--- config.mk ---
export PLATFORM = sky130hd
export DESIGN_NAME = lrpf_ctrl
export DESIGN_NICKNAME = d
export VERILOG_FILES = /design/src/sv/lrpf_pkg.sv /design/src/sv/lrpf_ctrl.sv
export SDC_FILE = /design/constraint.sdc
export NUM_CORES = 1
export LEC_CHECK = 0
export ABC_AREA = 1
export BUFFER_PORTS_ARGS = -buffer_cell sky130_fd_sc_hd__buf_4
export CAP_MARGIN = 20
export CORE_AREA = 5 5 42 44
export DETAILED_ROUTE_END_ITERATION = 10
export DIE_AREA = 0 0 47 49
export HOLD_SLACK_MARGIN = 0.1
export SYNTH_ARGS = -nofsm -noshare
export SYNTH_HDL_FRONTEND = slang
export SYNTH_SLANG_ARGS = --single-unit
--- constraint.sdc ---
create_clock -name i_clk -period 1.25 [get_ports i_clk]
set_input_delay 0.125 -clock i_clk [delete_from_list [all_inputs] [get_ports i_clk]]
set_output_delay 0.125 -clock i_clk [all_outputs]
set_load 0.05 [all_outputs]
--- src/sv/lrpf_pkg.sv ---
// Shared types and constants for the page-organized line raster framebuffer.
// Used by lrpf_ctrl, lrpf_dp and the top level; depends on nothing else.
package lrpf_pkg;

    // Request codes carried on the command field.
    typedef enum logic [2:0] {
        CMD_SET_PIXEL = 3'd0,
        CMD_CLR_PIXEL = 3'd1,
        CMD_DRAW_LINE = 3'd2,
        CMD_CLR_STORE = 3'd3,
        CMD_READ_BYTE = 3'd4
    } t_cmd;

    // Configuration register indexes.
    typedef enum logic [2:0] {
        CFG_X_MIN = 3'd0,
        CFG_X_MAX = 3'd1,
        CFG_Y_MIN = 3'd2,
        CFG_Y_MAX = 3'd3
    } t_cfg;

    typedef enum logic [2:0] {
        ST_SWEEP,
        ST_IDLE,
        ST_PLOT_RD,
        ST_PLOT_WR,
        ST_READ,
        ST_DONE
    } t_state;

    // Width of a byte index: the largest page times the widest screen plus a column.
    localparam int IDX_W = 13;

    typedef struct packed {
        logic load;
        logic sweep;
        logic plot_rd;
        logic plot_wr;
        logic rd_issue;
        logic out_load;
    } t_dp_cmd;

    typedef struct packed {
        logic sweep_last;
        logic walk_brk;
        logic out_free;
    } t_dp_status;

endpackage

--- src/sv/lrpf_ctrl.sv ---
// Sequencer for the framebuffer: clearing sweep, pixel and line walks, reads, replies.
// Uses lrpf_pkg; drives the datapath lrpf_dp through t_dp_cmd.
module lrpf_ctrl (
    input  logic                i_clk,
    input  logic                i_rst_n,
    input  logic                i_in_valid,
    input  logic [2:0]          i_command,
    input  lrpf_pkg::t_dp_status i_status,
    output logic                o_in_stall,
    output lrpf_pkg::t_dp_cmd   o_cmd
);

    lrpf_pkg::t_state r_state, n_state;
    logic             r_clr_reply, n_clr_reply;

    always_ff @(posedge i_clk) begin
        if (!i_rst_n) begin
            r_state     <= lrpf_pkg::ST_SWEEP;
            r_clr_reply <= 1'b0;
        end else begin
            r_state     <= n_state;
            r_clr_reply <= n_clr_reply;
        end
    end

    always_comb begin
        n_state     = r_state;
        n_clr_reply = r_clr_reply;
        unique case (r_state)
            lrpf_pkg::ST_SWEEP: begin
                if (i_status.sweep_last) begin
                    n_state     = r_clr_reply ? lrpf_pkg::ST_DONE : lrpf_pkg::ST_IDLE;
                    n_clr_reply = 1'b0;
                end
            end
            lrpf_pkg::ST_IDLE: begin
                if (i_in_valid) begin
                    unique case (lrpf_pkg::t_cmd'(i_command))
                        lrpf_pkg::CMD_SET_PIXEL,
                        lrpf_pkg::CMD_CLR_PIXEL,
                        lrpf_pkg::CMD_DRAW_LINE: n_state = lrpf_pkg::ST_PLOT_RD;
                        lrpf_pkg::CMD_CLR_STORE: begin
                            n_state     = lrpf_pkg::ST_SWEEP;
                            n_clr_reply = 1'b1;
                        end
                        lrpf_pkg::CMD_READ_BYTE: n_state = lrpf_pkg::ST_READ;
                        default:                 n_state = lrpf_pkg::ST_DONE;
                    endcase
                end
            end
            lrpf_pkg::ST_PLOT_RD: n_state = lrpf_pkg::ST_PLOT_WR;
            lrpf_pkg::ST_PLOT_WR: begin
                n_state = i_status.walk_brk ? lrpf_pkg::ST_DONE : lrpf_pkg::ST_PLOT_RD;
            end
            lrpf_pkg::ST_READ: n_state = lrpf_pkg::ST_DONE;
            lrpf_pkg::ST_DONE: begin
                if (i_status.out_free) begin
                    n_state = lrpf_pkg::ST_IDLE;
                end
            end
            default: n_state = lrpf_pkg::ST_IDLE;
        endcase
    end

    always_comb begin
        o_cmd          = '0;
        o_in_stall     = 1'b1;
        unique case (r_state)
            lrpf_pkg::ST_SWEEP:   o_cmd.sweep = 1'b1;
            lrpf_pkg::ST_IDLE: begin
                o_in_stall = 1'b0;
                o_cmd.load = i_in_valid;
            end
            lrpf_pkg::ST_PLOT_RD: o_cmd.plot_rd = 1'b1;
            lrpf_pkg::ST_PLOT_WR: o_cmd.plot_wr = 1'b1;
            lrpf_pkg::ST_READ:    o_cmd.rd_issue = 1'b1;
            lrpf_pkg::ST_DONE:    o_cmd.out_load = i_status.out_free;
            default:              o_in_stall = 1'b1;
        endcase
    end

endmodule

=== Word level (Yosys, flattened, before mapping) ===
Index checks and enable logic that the tools add are counted.
Widths: inputs -> output; s select.

* Bits in registers: 4
* Output and inout bits: 7
* Word-level logic and storage cells: 39

* Eq/ne operators: 13
* Muxes and demuxes: 18
* Reductions and logical operators: 6

{| class="wikitable"
|+ Operator list
! kind !! number
|-
| $pmux 3 s6 || 1
|-
| $mux 3 || 5
|-
| $eq 3x2->1 const B || 4
|-
| $mux 1 || 10
|-
| $eq 3x3->1 const B || 3
|-
| $pmux 3 s3 || 1
|-
| $eq 3x1->1 const B || 2
|-
| $logic_not 3->1 || 2
|-
| $ne 2x2->1 const B || 3
|-
| $reduce_and 4->1 || 1
|-
| $reduce_and 3->1 || 1
|-
| $reduce_or 3->1 || 1
|-
| $ne 2x1->1 const B || 1
|-
| $pmux 1 s2 || 1
|-
| $reduce_bool 2->1 || 1
|}

=== Logic depth before layout (Yosys ltp) ===
Gate-level depths: netlist of the first run.

* Word-level depth: 5
* Mapped depth: 8
* Mapped depth without buffers: 8

=== Worst setup path after synthesis of the first run ===
OpenSTA, ideal clock, no wires.

* Kind: register to output
* Start point: register r_state[0]
* End point: output port o_cmd[5] in the netlist's numbering
* Data arrival time: 1.493 ns
* Data required time: 1.125 ns
* Setup slack: -0.368 ns
* Cell stages (with the launch flop): 5
* Path buffers: 0
* Cell sequence: dfxtp_1 > inv_2 > nor2_4 > nand2_2 > nor2_1

{| class="wikitable"
|+ RTL lines
! what !! line !! source
|-
| start: declaration || lrpf_ctrl.sv:13 || <nowiki>lrpf_pkg::t_state r_state, n_state;</nowiki>
|-
| start signal: assignment || lrpf_ctrl.sv:18 || <nowiki>r_state <= lrpf_pkg::ST_SWEEP;</nowiki>
|-
| start signal: assignment || lrpf_ctrl.sv:21 || <nowiki>r_state <= n_state;</nowiki>
|-
| end: declaration || lrpf_ctrl.sv:10 || <nowiki>output lrpf_pkg::t_dp_cmd o_cmd</nowiki>
|}

==> metrics.md, run 1 <==
| Metric | Value |
|---|---|
| Vias in the first global route | `about 360` |
| Power Density | `between 1000 and 1500 nW/um^2` |
| Detailed Place HPWL | `between 600 and 700 um` |
| Least-Margin Pin Slew | `between 150 and 200 ps` |
| Final worst slack | `-0.354 ps` |
| Initial Util | `about a quarter` |
| WS Path Type | `reg2out` |
| Area Growth Syn to Fin | `65.5%` |
| M1 GR Usage | `9.43%` |
| First-pass DRT Iterations | `4` |
| Initial antenna violation count | `0` |
| CTS tree | `yes` |
| Min-delay worst type | `in2reg` |
| Setup-failing EPs final | `1` |
| H-tree depth | `1` |
| Worst skew pair latency | `~230 ps` |
| P_sw | `between 200 and 300 uW` |
| Cts hold-fix bufs | `0` |
| Sink Count | `4` |
| Finished Layout Cells | `89` |
| Die H | `roughly 50 um` |
| Post-route antenna net violation count | `0` |
| Iteration-0 DRC Markers | `2` |
| Syn Nets | `63` |
| Post-Syn Area | `approximately 330 um^2` |
| Skew final | `2.50 ps` |
| Max Buffers Root-to-Sink | `2` |
| GRT Overall Usage | `~8%` |
| Leak pwr | `roughly 0.00026 uW` |
| Root buffer cell | `clkbuf_4` |
| Ant diodes | `0` |
| Final Cycle Share | `100%` |
| Syn_area_per_cell | `approximately 6 um^2` |
| Max Fanout on Critical Path | `5` |
| Status | `finished, violations left` |
| Syn Inst Count | `54` |
| CP Launch Type | `flip-flop` |
| Tmin final | `1250 ps` |
| Final wirelength | `805 um` |
| Max Cap Violations | `0` |
| Int Power | `roughly 380 uW` |
| Combinational power share | `about half` |
| Max Clk Rate | `800 MHz` |
| Critical-path top delay cell | `dfxtp_4` |
| Final Power | `between 600 and 700 uW` |
| Die W | `47 um` |
| Critical Path RT | `approximately 1100 ps` |
| IR drop worst, VDD | `0.000693 V` |
| WL/cell | `between 9 and 10 um` |
| CP delay by family, top | `flip-flops` |
| First-pass GRT wire length | `roughly 1300 um` |
| Vias per cell | `about 4.4` |
| Most Crowded Layer GR | `met2` |
| Vias | `just under 400` |
| Dpl cells | `85` |
| Remaining DRCs | `0` |
| Clock transition at the registers of the reported paths | `40 ps` |
| CP peak stage delay | `370 ps` |
| Data arrival, critical path | `between 1000 and 1500 ps` |
| Synth unique cells | `17` |
| Crit-path cells | `inv_4 > nor2_4 > nand2_2 > nor2_2 > buf_6` |
| Slew Limit Headroom | `roughly nine tenths` |
| Final net count | `84` |
| Net Sw Frac | `a little over two fifths` |
| GRT overflow | `0` |
| Clk pwr share | `23.7%` |
| Layout cell share with drive strength beyond 1 | `between 50% and 60%` |
| Slew Viols, Final | `0` |
| Synthesized flop and latch total | `4` |
| Failing checks | `setup timing` |
| # rows | `14` |
| CP bufs+invs | `2` |
| Core area | `approximately 1400 um^2` |
| RSZ-0062 raised after global routing | `true` |
| Endpoints failing hold | `0` |
| Final GP Congestion | `~0.75` |
| Port bufs | `15` |
| Top Ports | `16` |
| Yosys warns | `0` |
| Sequential cell area fraction in the yosys report | `between 20 and 25%` |
| Critical Path Sink Type | `output port` |
| Die area | `around 2300 um^2` |
| Met2 Use GR | `11.8%` |
| Maximum number of pins on one net before global-route repair | `8` |
| Seq pwr share | `26.1%` |
| Total CTS buffers | `3` |
| Met3 Track Usage GR | `slightly below 6%` |
-- tightest hold or removal path, delay by kind of cell --
| family | cells | cell delay, ps |
|---|---|---|
| buf+inv | 1 | 120 |
| simple gates | 2 | 100 |
-- layout make-up --
| class | instances | area, um^2 |
|---|---|---|
| Clock buffer | 3 | 22.5 |
| Fill cell | 157 | 861 |
| Inverter | 11 | 46.3 |
| Multi-Input combinational cell | 39 | 220 |
| Sequential cell | 4 | 88.8 |
| Tap cell | 16 | 20.0 |
| Timing Repair Buffer | 16 | 143 |
-- synthesized netlist by cell type (all sizes together) --
library cell	n	area share [%]
nand4	1	1.9
nand2	9	13
dfxtp	4	25
nand3b	1	2.3
o21ai	4	7.3
nand3	4	6.1
inv	11	13
o211ai	1	2.3
nor2	15	23
nor3	1	3.1
a21oi	3	4.6
-- path summary, 6_finish.rpt --
path	from	to	slack (ps)	depth (start not counted)
worst max-delay path	r_state[0]	o_cmd[5]	-0.4	5
worst min-delay path	i_rst_n	r_state[0]	140	3
worst max register to register	r_state[0]	r_state[2]	110	8
worst min register to register	r_clr_reply	r_clr_reply	440	2
-- metrics by stage --
| step | utilization [%] | setup WS, ps | hold WS, ps | setup TNS [ps] | cell area [um^2] |
|---|---|---|---|---|---|
| after floorplan | - | -140 | 253 | -323 | 339 |
| after global placement | 33.7 | 68.3 | 392 | 0 | 472 |
| after detailed placement | 33.7 | 71.9 | 388 | 0 | 472 |
| after CTS | 38.0 | -2.18 | 133 | -4.17 | 533 |
| after global routing | 38.6 | -57.8 | 154 | -245 | 541 |
| final | 38.6 | -0.354 | 139 | -0.354 | 541 |
-- cells by family (layout without fill, tap and decap cells) --
kind of cell | Yosys count | after routing | synth area share, %
flops | 4 | 4 | 24.5
buf+inv | 11 | 30 | 12.6
simple gates | 31 | 31 | 48.7
compound gates | 8 | 8 | 14.2
-- state kept, by name, summed over array words and instances, names as in the netlist --
name and flops:
r_clr_reply 1, r_state 3
-- power groups by stage --
stage                     clock, uW  combinational (uW)  sequential (uW)
after floorplan                   0                 232              166
after global placement            0                 315              169
after detailed placement          0                 315              169
after CTS                       166                 340              174
after global routing            182                 365              178
final                           159                 337              175
-- cell usage in the layout, fill, tap and decap left out --
master	instances
nor2_1	8
a21oi_1	3
buf_6	6
dfxtp_1	1
o21ai_2	1
inv_4	2
nand4_1	1
buf_4	10
nor2_4	3
inv_2	3
clkbuf_4	3
dfxtp_2	1
nand3b_1	1
nand2_1	6
nor3_2	1
o21ai_0	2
nand3_1	4
inv_1	6
dfxtp_4	2
o211ai_1	1
nand2_2	3
nor2_2	4
o21ai_1	1
-- layer usage --
layer / routed length (um) / vias to the layer above / share of wire [%]
met3: 62 / 0 / 7.7
li1: - / 210 / -
met5: 0 / - / 0
met2: 402 / 10 / 50
met1: 340 / 169 / 42
met4: 0 / 0 / 0
-- what timing repair did --
| action | 4_1_cts | 5_1_grt |
|---|---|---|
| setup endpoints to repair | 7 | 8 |
| resized for setup | 11 | 3 |
| setup buffers | 1 | 0 |
| pin swaps | 1 | 1 |
Power figures use the tool's default switching activity.
==> run 2: changes to the inputs <==
CORE_AREA = 2 2 39 41   (was 5 5 42 44)
DIE_AREA = 0 0 41 43   (was 0 0 47 49)
==> run 2 against run 1 <==
The run still ends with setup timing left. Routed wire length up 3.2%. Setup slack worse by 20 ps. Critical path depth unchanged. First-iteration DRC count up 100%. Register-to-register slack worse by 40 ps. Sequential share of layout area down 1.6 points. Power up 6.7%. Final cell count up 4.5%. Maximum frequency down 1.6%. Critical path type unchanged. Largest power group unchanged. Highest routed layer is now met4.
==> metrics.md, run 2 (synthesis results as in run 1) <==
| Metric | Value |
|---|---|
| CP Launch Type | `flip-flop (unchanged)` |
| WS Path Type | `reg2out (unchanged)` |
| Final GP Congestion | `0.769 (was 0.754)` |
| Final worst slack | `-20.7 ps (was -0.354 ps)` |
| Initial antenna violation count | `0 (unchanged)` |
| Vias per cell | `4.45 (was 4.37)` |
| Sink Count | `4 (unchanged)` |
| First-pass GRT wire length | `1390 um (was 1330 um)` |
| Vias | `414 (was 389)` |
| Most frequent cells in the layout | `14 x buf_4, 7 x nor2_1, 6 x nand2_1 (was 10 x buf_4, 8 x nor2_1, 6 x inv_1, 6 x nand2_1, 6 x buf_6)` |
| Max Clk Rate | `787 MHz (was 800 MHz)` |
| CTS tree | `yes (unchanged)` |
| Endpoints failing hold | `0 (unchanged)` |
| Post-route antenna net violation count | `0 (unchanged)` |
| First-pass DRT Iterations | `4 (unchanged)` |
| Critical Path RT | `1120 ps (about the same)` |
| Critical R2R Launch | `r_state[0] (unchanged)` |
| Max Buffers Root-to-Sink | `2 (unchanged)` |
| Worst setup path end | `o_cmd[0] (was o_cmd[5])` |
| Worst path depth | `5 (unchanged)` |
| Status | `finished, violations left (unchanged)` |
| GRT Overall Usage | `11.8% (was 8.02%)` |
| H-tree depth | `1 (unchanged)` |
| CP bufs+invs | `2 (unchanged)` |
| # rows | `14 (unchanged)` |
| RSZ-0062 raised after global routing | `true (unchanged)` |
| Layout cell share with drive strength beyond 1 | `58.4% (was 53.4%)` |
| CP peak stage delay | `370 ps (about the same)` |
| Setup-failing EPs final | `2 (was 1)` |
| Failing checks | `setup timing (unchanged)` |
| Remaining DRCs | `0 (unchanged)` |
| Cts hold-fix bufs | `0 (unchanged)` |
| Final wirelength | `831 um (was 805 um)` |
| Data arrival, critical path | `1150 ps (was 1130 ps)` |
| Die W | `41 um (was 47 um)` |
| Final Cycle Share | `102% (was 100%)` |
| Crit-path cells | `inv_4 > nor2_4 > nand2_2 > nor2_2 > buf_6 (unchanged)` |
| Placed cell area | `479 um^2 (was 472 um^2)` |
| Min-delay worst type | `in2reg (unchanged)` |
| Least-Margin Pin Slew | `174 ps (was 176 ps)` |
| Top Registers | `r_state (3), r_clr_reply (1) (unchanged)` |
| Ant diodes | `0 (unchanged)` |
| Worst skew pair latency | `230 ps (about the same)` |
| Critical-path top delay cell | `dfxtp_4 (unchanged)` |
| Max Fanout on Critical Path | `5 (unchanged)` |
| Top Ports | `16 (unchanged)` |
| Die H | `43 um (was 49 um)` |
| Die area | `1760 um^2 (was 2300 um^2)` |
| Flop2flop setup slack | `70 ps (was 110 ps)` |
| Final net count | `88 (was 84)` |
| Vias in the first global route | `393 (was 361)` |
| Total CTS buffers | `3 (unchanged)` |
| GRT overflow | `0 (unchanged)` |
| Tmin final | `1270 ps (was 1250 ps)` |
| Power Density | `1230 nW/um^2 (was 1240 nW/um^2)` |
| R2R depth | `9 (was 8)` |
| Critical Path Sink Type | `output port (unchanged)` |
| Maximum number of pins on one net before global-route repair | `8 (unchanged)` |
| CP delay by family, top | `flip-flops (unchanged)` |
| Post-route cell area | `582 um^2 (was 541 um^2)` |
| Leak pwr | `0.000278 uW (was 0.000260 uW)` |
| Clock transition at the registers of the reported paths | `30 ps (was 40 ps)` |
| Root buffer cell | `clkbuf_4 (unchanged)` |
| Initial Util | `23.6% (was 23.3%)` |
| Register name with the most flops | `r_state (unchanged)` |
| Port bufs | `15 (unchanged)` |
| WL/cell | `8.94 um (was 9.04 um)` |
| Slew Viols, Final | `0 (unchanged)` |
| CP Launch Point | `r_state[0] (unchanged)` |
| Commonest non-fill, non-tap cell in the layout | `buf_4 (unchanged)` |
| Max Cap Violations | `0 (unchanged)` |
| Detailed Place HPWL | `697 um (was 698 um)` |
| R2r endpoint | `r_state[0] (was r_state[2])` |
| Area Growth Syn to Fin | `78.2% (was 65.5%)` |
| IR drop worst, VDD | `0.000520 V (was 0.000693 V)` |
| Filler cells | `154 (was 157)` |
| Skew final | `6.58 ps (was 2.50 ps)` |
| Fin util | `42.0% (was 38.6%)` |
| Max FFs per register | `3 (unchanged)` |
| Iteration-0 DRC Markers | `4 (was 2)` |
| Slew Limit Headroom | `88.3% (was 88.2%)` |
| Core area | `1380 um^2 (was 1400 um^2)` |
run 2: worst min-delay path by stage:
stage | slack, ps | to | cells past startpoint | startpoint
after floorplan | 250 | r_state[0] | 2 | i_rst_n
after global placement | 390 | r_state[2] | 3 | i_rst_n
after detailed placement | 400 | r_state[2] | 3 | i_rst_n
after CTS | 150 | r_state[1] | 3 | i_rst_n
after global routing | 160 | r_state[1] | 3 | i_rst_n
final | 160 | r_state[0] | 3 | i_rst_n
run 2: final cells by class:
type,instances,area (um^2),share of cell area [%]
Multi-Input combinational cell,39,233,40.0
Timing Repair Buffer,20,176,30.3
Sequential cell,4,86.3,14.8
Inverter,11,43.8,7.53
Clock buffer,3,22.5,3.87
Tap cell,16,20.0,3.44
run 2: per-layer routing:
layer	share of wire [%]	global-route usage, %
met1	39	11.9
met2	55	17.8
met3	3.7	4.19
met4	2.0	10.7
met5	0	0
run 2: repair_timing:
item / 4_1_cts / 5_1_grt
gates resized for setup: 8 / 9
setup endpoints to repair: 5 / 6
pin swaps: 0 / 3
cloned: 0 / 0
buffers inserted: 1 / 3
run 2: stage by stage:
stage	total power, uW	cells	setup slack (ps)	TNS (ps)	hold WS [ps]
final	717	93	-20.7	-35.7	157
after global routing	778	93	-85.8	-195	161
after CTS	684	90	-22.2	-43.1	150
after detailed placement	493	86	75.0	0	402
after global placement	490	86	133	0	392
after floorplan	398	54	-140	-323	253
run 2: power by group:
group,switching [uW],internal [uW],leakage [uW]
logic,235,154,0.000229
registers,19.0,149,0.0000343
clock network,52.2,107,0.0000138
run 2: worst register-to-register path: stages, from the launching register on:
cell and delay (ps):
dfxtp_4 370, inv_4 40, nor2_4 160, nand2_2 90, buf_4 140, nor2_4 80, inv_2 40, nand2_2 70
nor2_1 40, nor2_1 80
==> run 3: changes to the inputs <==
REMOVE_ABC_BUFFERS = 1   (was not set)
==> run 3 against run 2 <==
The run now ends clean. Global-route usage shrank 0.70 points. Final cell count decreased by 1.1%. Power shrank 2.0%. Combinational power down 4%. Register-to-register slack better by 30 ps. First-iteration DRC count rose by 75%. Clock power is essentially flat. Setup slack better by 26 ps. Via count is 3.4% lower. Clock skew down 5.7 ps. Critical endpoint is now o_cmd[5]. Largest cell class unchanged.
==> metrics.md, run 3 (synthesis results as in run 1) <==
| Metric | Value |
|---|---|
| Remaining DRCs | `0 (unchanged)` |
| Status | `completed (was finished, violations left)` |
| Crit-path cells | `inv_4 > nor2_4 > nand2_2 > nor2_2 > buf_6 (unchanged)` |
| Post-route cell area | `571 um^2 (was 582 um^2)` |
| Slew Viols, Final | `0 (unchanged)` |
| Slew Limit Headroom | `88.9% (was 88.3%)` |
| Max Cap Violations | `0 (unchanged)` |
| RSZ-0062 raised after global routing | `true (unchanged)` |
| Critical-path top delay cell | `dfxtp_4 (unchanged)` |
| CP Launch Type | `flip-flop (unchanged)` |
| Vias in the first global route | `376 (was 393)` |
| Max Clk Rate | `803 MHz (was 787 MHz)` |
| Maximum number of pins on one net before global-route repair | `8 (unchanged)` |
| First-pass DRT Iterations | `4 (unchanged)` |
| Detailed Place HPWL | `676 um (was 697 um)` |
| First-pass GRT wire length | `1300 um (was 1390 um)` |
| CTS tree | `yes (unchanged)` |
| Max FFs per register | `3 (unchanged)` |
| Final Power | `702 uW (was 717 uW)` |
| Max Fanout on Critical Path | `5 (unchanged)` |
| Root buffer cell | `clkbuf_4 (unchanged)` |
| Fin util | `41.2% (was 42.0%)` |
| CP peak stage delay | `380 ps (was 370 ps)` |
| Critical Path RT | `1120 ps (about the same)` |
| Clock transition at the registers of the reported paths | `40 ps (was 30 ps)` |
| Layout cell share with drive strength beyond 1 | `57.9% (was 58.4%)` |
| WS Path Type | `reg2out (unchanged)` |
| Die H | `43 um (unchanged)` |
| IR drop worst, VDD | `0.000667 V (was 0.000520 V)` |
| Commonest non-fill, non-tap cell in the layout | `buf_4 (unchanged)` |
| Least-Margin Pin Slew | `164 ps (was 174 ps)` |
| Most frequent cells in the layout | `13 x buf_4, 7 x nor2_1 (was 14 x buf_4, 7 x nor2_1, 6 x nand2_1)` |
| Area Growth Syn to Fin | `74.7% (was 78.2%)` |
| Die W | `41 um (unchanged)` |
| Data arrival, critical path | `1120 ps (was 1150 ps)` |
| Register name with the most flops | `r_state (unchanged)` |
| Vias per cell | `4.35 (was 4.45)` |
| Initial antenna violation count | `0 (unchanged)` |
| Setup-failing EPs final | `0 (was 2)` |
| Top Ports | `16 (unchanged)` |
| Leak pwr | `0.000273 uW (was 0.000278 uW)` |
| Worst skew pair latency | `230 ps (about the same)` |
| WL/cell | `8.68 um (was 8.94 um)` |
| Port bufs | `15 (unchanged)` |
| Final GP Congestion | `0.811 (was 0.769)` |
| Power Density | `1230 nW/um^2 (about the same)` |
| Ant diodes | `0 (unchanged)` |
| Tmin final | `1240 ps (was 1270 ps)` |
| Skew final | `0.922 ps (was 6.58 ps)` |
| Post-route antenna net violation count | `0 (unchanged)` |
| Iteration-0 DRC Markers | `7 (was 4)` |
| Final Cycle Share | `99.6% (was 102%)` |
| H-tree depth | `1 (unchanged)` |
| Placed cell area | `467 um^2 (was 479 um^2)` |
| Min-delay worst type | `in2reg (unchanged)` |
| # rows | `14 (unchanged)` |
| GRT Overall Usage | `11.1% (was 11.8%)` |
| Cts hold-fix bufs | `0 (unchanged)` |
| Endpoints failing hold | `0 (unchanged)` |
| Final wirelength | `799 um (was 831 um)` |
| Final net count | `87 (was 88)` |
| Initial Util | `23.6% (unchanged)` |
| Total CTS buffers | `3 (unchanged)` |
| Die area | `1760 um^2 (unchanged)` |
| Critical Path Sink Type | `output port (unchanged)` |
| Vias | `400 (was 414)` |
| GRT overflow | `0 (unchanged)` |
| Max Buffers Root-to-Sink | `2 (unchanged)` |
| Core area | `1380 um^2 (unchanged)` |
| Sink Count | `4 (unchanged)` |
| Top Registers | `r_state (3), r_clr_reply (1) (unchanged)` |
==> run 3: final timing paths <==
path,startpoint,endpoint,slack (ps),cells past startpoint
setup / recovery,r_state[0],o_cmd[5],5,5
hold / removal,i_rst_n,r_state[0],150,3
setup reg to reg,r_state[0],r_state[1],100,7
hold reg to reg,r_clr_reply,r_clr_reply,450,2
==> run 3: timing repair <==
item,CTS,global route
pin swaps,4,3
endpoints found under the setup margin,5,8
gates cloned,0,0
gates resized for setup,10,10
setup buffers,2,1
==> run 3: metrics by stage <==
stage	hold slack (ps)	TNS (ps)	instances	worst slack [ps]
CTS	136	-115	91	-45.2
detailed placement	392	0	86	127
floorplan	253	-894	54	-368
global route	142	-158	92	-77.5
finish	147	0	92	5.37
global placement	392	0	86	124
==> run 3: layout make-up <==
| class | instances | area, um^2 |
|---|---|---|
| Fill cell | 149 | 813 |
| Multi-Input combinational cell | 39 | 230 |
| Timing Repair Buffer | 19 | 169 |
| Sequential cell | 4 | 85.1 |
| Inverter | 11 | 43.8 |
| Clock buffer | 3 | 22.5 |
| Tap cell | 16 | 20.0 |
==> run 3: power by group <==
part | leakage, uW | internal, uW | switching (uW)
combinational | 0.000225 | 147 | 226
clock | 0.0000138 | 107 | 50.7
sequential | 0.0000339 | 148 | 22.9
==> run 3: per-layer routing <==
layer	vias up	part of all wire, %	GRT usage (%)
li1	217	-	-
met1	178	40	10.9
met2	5	56	18.4
met3	0	3.6	4.71
met4	0	0	6.00
met5	-	0	0
==> run 3: critical path, delay by kind of cell (launching register included) <==
family,cells,cell delay (ps)
AND/OR/NAND/NOR,3,300
flip-flops,1,380
buffers and inverters,2,200
